`src/design/s2h_pkg.sv`:
```
// ----------------------------------------------------------------------------
// s2h_pkg
// Shared types and constants for the single-to-half converter.
// ----------------------------------------------------------------------------
package s2h_pkg;
  localparam int unsigned SingleWidth = 32;
  localparam int unsigned HalfWidth   = 16;
  localparam logic [7:0]  ExpMax      = 8'd255;
  localparam logic [4:0]  HalfExpInf  = 5'd31;

  typedef enum logic [1:0] {
    KIND_ZERO   = 2'd0,
    KIND_SPEC   = 2'd1,
    KIND_NORMAL = 2'd2
  } kind_t;

  // Stage 1 result: classified input with rounding mask worked out.
  typedef struct packed {
    logic        sgn;
    kind_t       kind;
    logic [9:0]  nan_frac;
    logic [7:0]  expo;
    logic [23:0] mant;
    logic [23:0] mask;
  } s1_t;

  // Stage 2 result: rounded significand.
  typedef struct packed {
    logic        sgn;
    kind_t       kind;
    logic [9:0]  nan_frac;
    logic [8:0]  expo;
    logic [23:0] mant;
  } s2_t;
endpackage

```
`src/design/s2h_stream_if.sv`:
```
// ----------------------------------------------------------------------------
// s2h_stream_if
// Valid/ready channel carrying one payload word per transfer.
// ----------------------------------------------------------------------------
interface s2h_stream_if #(
  parameter int unsigned Width = 32
);
  logic             valid;
  logic             ready;
  logic [Width-1:0] data;

  modport source (output valid, output data, input ready);
  modport sink   (input valid, input data, output ready);
endinterface

```
`src/design/s2h_classify.sv`:
```
// ----------------------------------------------------------------------------
// s2h_classify
// Decodes the single-precision fields and builds the rounding mask.
// ----------------------------------------------------------------------------
module s2h_classify import s2h_pkg::*; (
  input  logic [31:0] single_bits,
  output s1_t         res
);
  logic [7:0] expo;
  logic [4:0] sh;

  always_comb begin
    expo         = single_bits[30:23];
    sh           = 5'(expo - 8'd102);
    res.sgn      = single_bits[31];
    res.expo     = expo;
    res.mant     = {1'b1, single_bits[22:0]};
    res.nan_frac = single_bits[22:13] | {(single_bits[22:0] != 23'd0), 9'd0};
    if (expo == 8'd0) begin
      res.kind = KIND_ZERO;
    end else if (expo == ExpMax) begin
      res.kind = KIND_SPEC;
    end else begin
      res.kind = KIND_NORMAL;
    end
    if (expo < 8'd102) begin
      res.mask = 24'hFFFFFF;
    end else if (expo < 8'd113) begin
      res.mask = 24'hFFFFFF >> sh;
    end else begin
      res.mask = 24'h001FFF;
    end
  end
endmodule

```
`src/design/s2h_round.sv`:
```
// ----------------------------------------------------------------------------
// s2h_round
// Rounds the significand to nearest, ties to even, at the mask position.
// ----------------------------------------------------------------------------
module s2h_round import s2h_pkg::*; (
  input  s1_t in_s,
  output s2_t res
);
  logic [23:0] tail;
  logic [23:0] half;
  logic [23:0] add;
  logic [24:0] sum;

  always_comb begin
    tail         = in_s.mant & in_s.mask;
    half         = 24'((25'(in_s.mask) + 25'd1) >> 1);
    add          = (tail == half) ? (in_s.mant & {half[22:0], 1'b0}) : half;
    sum          = 25'(in_s.mant) + ((tail != 24'd0) ? 25'(add) : 25'd0);
    res.sgn      = in_s.sgn;
    res.kind     = in_s.kind;
    res.nan_frac = in_s.nan_frac;
    if (sum[24]) begin
      res.mant = sum[24:1];
      res.expo = 9'(in_s.expo) + 9'd1;
    end else begin
      res.mant = sum[23:0];
      res.expo = 9'(in_s.expo);
    end
  end
endmodule

```
`src/design/s2h_pack.sv`:
```
// ----------------------------------------------------------------------------
// s2h_pack
// Packs the rounded value into a half-precision pattern.
// ----------------------------------------------------------------------------
module s2h_pack import s2h_pkg::*; (
  input  s2_t         in_s,
  output logic [15:0] half_bits
);
  logic [23:0] sm;
  logic [8:0]  sh;

  always_comb begin
    sh = 9'd113 - in_s.expo;
    sm = (sh > 9'd24) ? 24'd0 : (in_s.mant >> sh[4:0]);
    unique case (in_s.kind)
      KIND_ZERO: half_bits = {in_s.sgn, 15'd0};
      KIND_SPEC: half_bits = {in_s.sgn, HalfExpInf, in_s.nan_frac};
      KIND_NORMAL: begin
        if (in_s.expo > 9'd142) begin
          half_bits = {in_s.sgn, HalfExpInf, 10'd0};
        end else if (in_s.expo < 9'd113) begin
          half_bits = {in_s.sgn, 15'(sm[23:13])};
        end else begin
          half_bits = {in_s.sgn, 15'({5'(in_s.expo - 9'd113), 10'd0} + 15'(in_s.mant[23:13]))};
        end
      end
      default: half_bits = {in_s.sgn, 15'd0};
    endcase
  end
endmodule

```
`src/design/single_to_half_converter_unit.sv`:
```
// ----------------------------------------------------------------------------
// single_to_half_converter_unit
// Three-stage pipelined binary32 to binary16 converter.
// ----------------------------------------------------------------------------
// Channel  Role    Payload
// src      sink    single_bits [31:0]
// dst      source  half_bits   [15:0]
// One transfer per cycle is accepted while dst is not stalled; results pass through the s1, s2 and h registers.
// Each stage holds a valid bit and advances when the next stage is free.
// A stall holds each occupied stage with no free stage ahead; nothing is lost or repeated.
// Reset clears the valid bits only.
module single_to_half_converter_unit import s2h_pkg::*; (
  input logic          clk,
  input logic          rst,
  s2h_stream_if.sink   src,
  s2h_stream_if.source dst
);
  s1_t         s1_d, s1;
  s2_t         s2_d, s2;
  logic [15:0] h_d, h;
  logic        v1, v2, v3;
  logic        en1, en2, en3;

  s2h_classify u_cls (.single_bits(src.data), .res(s1_d));
  s2h_round    u_rnd (.in_s(s1), .res(s2_d));
  s2h_pack     u_pck (.in_s(s2), .half_bits(h_d));

  assign en3       = !v3 || dst.ready;
  assign en2       = !v2 || en3;
  assign en1       = !v1 || en2;
  assign src.ready = en1;
  assign dst.valid = v3;
  assign dst.data  = h;

  always_ff @(posedge clk) begin
    if (rst) begin
      v1 <= 1'b0;
      v2 <= 1'b0;
      v3 <= 1'b0;
    end else begin
      if (en1) v1 <= src.valid;
      if (en2) v2 <= v1;
      if (en3) v3 <= v2;
    end
  end

  always_ff @(posedge clk) begin
    if (en1) s1 <= s1_d;
    if (en2) s2 <= s2_d;
    if (en3) h  <= h_d;
  end
endmodule

```
`src/flat_wrapper.sv`:
```
// flat-port wrapper written by rule: the top's interface ports become plain ports
module single_to_half_converter_unit_flat import s2h_pkg::*;
  (clk, rst, src_valid, src_data, src_ready, dst_valid, dst_data, dst_ready);
  s2h_stream_if #(.Width(SingleWidth)) src_i ();
  s2h_stream_if #(.Width(HalfWidth)) dst_i ();
  input logic clk;
  input logic rst;
  input wire logic [$bits(src_i.valid)-1:0] src_valid;
  input wire logic [$bits(src_i.data)-1:0] src_data;
  output wire logic [$bits(src_i.ready)-1:0] src_ready;
  output wire logic [$bits(dst_i.valid)-1:0] dst_valid;
  output wire logic [$bits(dst_i.data)-1:0] dst_data;
  input wire logic [$bits(dst_i.ready)-1:0] dst_ready;
  assign src_i.valid = src_valid;
  assign src_i.data = src_data;
  assign src_ready = src_i.ready;
  assign dst_valid = dst_i.valid;
  assign dst_data = dst_i.data;
  assign dst_i.ready = dst_ready;
  single_to_half_converter_unit u_core (.clk(clk), .rst(rst), .src(src_i), .dst(dst_i));
endmodule
```
`config.mk`:
```
export PLATFORM = sky130hd
export DESIGN_NAME = single_to_half_converter_unit_flat
export DESIGN_NICKNAME = d
export VERILOG_FILES = /design/src/design/s2h_pkg.sv /design/src/design/s2h_stream_if.sv /design/src/design/s2h_classify.sv /design/src/design/s2h_round.sv /design/src/design/s2h_pack.sv /design/src/design/single_to_half_converter_unit.sv /design/src/flat_wrapper.sv
export SDC_FILE = /design/constraint.sdc
export NUM_CORES = 1
export LEC_CHECK = 0
export ABC_AREA = 0
export BUFFER_PORTS_ARGS = -buffer_cell sky130_fd_sc_hd__buf_4
export CAP_MARGIN = 10
export CORE_MARGIN = 4
export CORE_UTILIZATION = 57
export DETAILED_ROUTE_END_ITERATION = 10
export PLACE_DENSITY = 0.74
export SLEW_MARGIN = 20
export SYNTH_ARGS = -nofsm -noshare
export SYNTH_HDL_FRONTEND = slang
export SYNTH_HIERARCHICAL = 1
export SYNTH_SLANG_ARGS = --single-unit
```
`constraint.sdc`:
```
create_clock -name clk -period 5.9 [get_ports clk]
set_input_delay 0.295 -clock clk [delete_from_list [all_inputs] [get_ports clk]]
set_output_delay 0.295 -clock clk [all_outputs]
set_load 0.01 [all_outputs]
```
==> impl_metrics.py <==
metrics = {
    "placed_design": {
        "dp_slack_ns": 0.0862,
        "place_hpwl_mm": 15.6,
        "portBuffers": 53,
        "gp_congestion": 0.973,
        "place_area_um2": 9010,
    },
    "final_layout": {
        "multiInputGateArea_um2": 4470,
        "n_antenna_cell": 0,
        "seqCellArea_um2": 3600,
        "final_nets": 958,
        "finalInstanceArea_um2": 9730,
        "area_delta_synth_final_pct": 10.9,
        "drive_gt1_frac": 0.190,
        "fill_cells": 1205,
    },
    "power_and_ir_drop": {
        "power.switching_mw": 0.799,
        "p_sw_frac": 0.291,
        "combPwrFrac": 0.201,
        "irDropWorstVdd_mv": 0.191,
        "p_total_mw": 2.75,
        "clkPwrFrac": 0.388,
        "power_density_nw_per_um2": 283,
        "leakage_nw": 3.86,
        "intPower_mw": 1.95,
        "seqPwrFrac": 0.412,
    },
    "global_routing": {
        "grtUsageMet2": 0.405,
        "grt_pass1_vias": 6537,
        "top_usage_layer": "met2",
        "grt_use_met1": 0.296,
        "antenna_found_initial": 0,
        "use_met3": 0.0477,
        "grt_pass1_wl_mm": 33.2,
        "grt_max_degree": 72,
        "grt_overflow": 0,
        "grt_use_total": 0.238,
    },
    "die": {
        "die_area_um2": 17400,
        "placementRows": 45,
        "start_util": 0.579,
        "ios": 54,
        "die_h_um": 132,
        "dieWidth_um": 132,
        "core_um2": 15100,
    },
    "worst_hold_path": {
        "min_path_type": "in2reg",
    },
    "critical_path": {
        "cp_max_fo": 12,
        "cp-end-kind": "register",
        "crit_path_cell_trace": "ha_2, nand3_1, buf_4, or3_1, o21a_1, o21ai_1, xor2_1, o2111ai_1, nor4_4, buf_4, nor3_1, a41o_1, fa_1, a211oi_1, nor2_1, o21ai_0, o2111ai_2, a221o_1, a211oi_2, buf_4, mux2_2",
        "critical_path_required_ns": 6.06,
        "cp_slowest_cell": "edfxtp_1",
        "arrival_ns": 5.79,
        "slowest_delay_ns": 0.43,
        "cp_common_cell": "buf_4",
        "timing.critical_path.buf_inv": 3,
        "path_class": "reg2reg",
        "crit_family": "compound AO/OA/AOI/OAI gates",
        "critPathLaunchType": "register",
    },
    "logic_synthesis": {
        "syn-cell-area_um2": 8770,
        "syn_area_per_cell_um2": 10.2,
        "netlist_instances": 864,
        "ys_warn_count": 6,
    },
    "sta": {
        "max_slew.worst_pin.slew_ns": 0.881,
        "min_period_ns": 5.63,
        "setup_tns_ns": 0,
        "setup_slack_ns": 0.275,
        "fin_crit_sh": 0.953,
        "finClkSkew_ns": 0.0142,
        "finalSetupViolCount": 0,
        "final_max_slew_viol_count": 0,
        "maxSlewHeadroom": 0.413,
        "max_freq_mhz": 178,
        "hold_viol_final": 0,
    },
    "clocking": {
        "root_buffer": "clkbuf_16",
        "cts_num_sinks": 121,
        "clkTransAtPathRegs_ns": 0.06,
        "clockBufferDepth": 2,
        "insertion_delay_ns": 0.42,
        "cts_buffers": 17,
        "cts_tree": "done",
        "cts.htree.levels": 4,
    },
    "status": {
        "status": "completed",
    },
    "route": {
        "routedWlPerCell_um": 19.0,
        "first_pass_iters": 5,
        "wirelength_mm": 20.6,
        "via_per_inst": 6.22,
        "drt_iter0_drc": 458,
        "ant_nets": 0,
        "drc": 0,
        "via_count": 6744,
    },
    "job": {
        "drv_cap": 0,
    },
}
layout make-up:
class,count,area share
Tap cell,188,0.0242
Clock inverter,15,0.0184
Inverter,24,0.00926
Sequential cell,121,0.370
Multi-Input combinational cell,622,0.459
Timing Repair Buffer,97,0.0750
Clock buffer,17,0.0437
worst register-to-register path, cell delays in order (launching register included):
cell and delay [ns]:
edfxtp_1 0.43, ha_2 0.27, nand3_1 0.11, buf_4 0.20, or3_1 0.38, o21a_1 0.19, o21ai_1 0.15, xor2_1 0.16
o2111ai_1 0.22, nor4_4 0.31, buf_4 0.18, nor3_1 0.05, a41o_1 0.25, fa_1 0.40, a211oi_1 0.27, nor2_1 0.09
o21ai_0 0.29, o2111ai_2 0.25, a221o_1 0.39, a211oi_2 0.25, buf_4 0.18, mux2_2 0.34
final timing paths:
check | start | end | slack, ns | cells past startpoint
max | u_core/s1[0]$_DFFE_PP_ | u_core/s2[14]$_DFFE_PP_ | 0.27 | 21
min | rst | u_core/v2$_SDFFE_PP0P_ | 0.05 | 2
max reg2reg | u_core/s1[0]$_DFFE_PP_ | u_core/s2[14]$_DFFE_PP_ | 0.27 | 21
min reg2reg | u_core/s1[62]$_DFFE_PP_ | u_core/s2[39]$_DFFE_PP_ | 0.42 | 0
sequential cells by signal (all words and copies together) (netlist names):
signal	flops
u_core/dst.valid	1
u_core/s1	69
u_core/v1	1
u_core/v2	1
u_core/s2	33
u_core/dst.data	16
power groups by stage:
stage	combinational (mW)	sequential [mW]	clock, mW
after floorplan	0.417	1.11	0
after detailed placement	0.533	1.15	0
after global placement	0.518	1.15	0
after CTS	0.536	1.13	1.09
after global routing	0.601	1.14	1.13
final	0.551	1.13	1.07
repair_timing:
action                     4_1_cts  5_1_grt
setup endpoints to repair        0       20
hold buffers                     0        0
buffers inserted                 0        7
resized for setup                0        9
through the flow:
step | instances | util | hold WS [ns]
floorplan | 873 | - | 0.364
global placement | 1044 | 0.595 | 0.402
detailed placement | 1044 | 0.595 | 0.405
CTS | 1076 | 0.635 | 0.0267
global route | 1084 | 0.642 | 0.0286
finish | 1084 | 0.642 | 0.0465
cell usage in the layout, fill, tap and decap left out, types with 23 or more instances in the layout:
cell type and n:
edfxtp_1 118, a21oi_1 43, nor2_1 40, xor2_1 27, xnor2_1 38, nand3_1 29, inv_1 23, ha_1 37
nand4_1 23, nand2_1 78, buf_4 95, nor3_1 24
layer usage:
| layer | vias up | part of all wire |
|---|---|---|
| met5 | - | 0 |
| met1 | 3182 | 0.41 |
| met4 | 0 | 0.034 |
| li1 | 3221 | - |
| met2 | 289 | 0.49 |
| met3 | 52 | 0.058 |
Power figures use the tool's default switching activity.
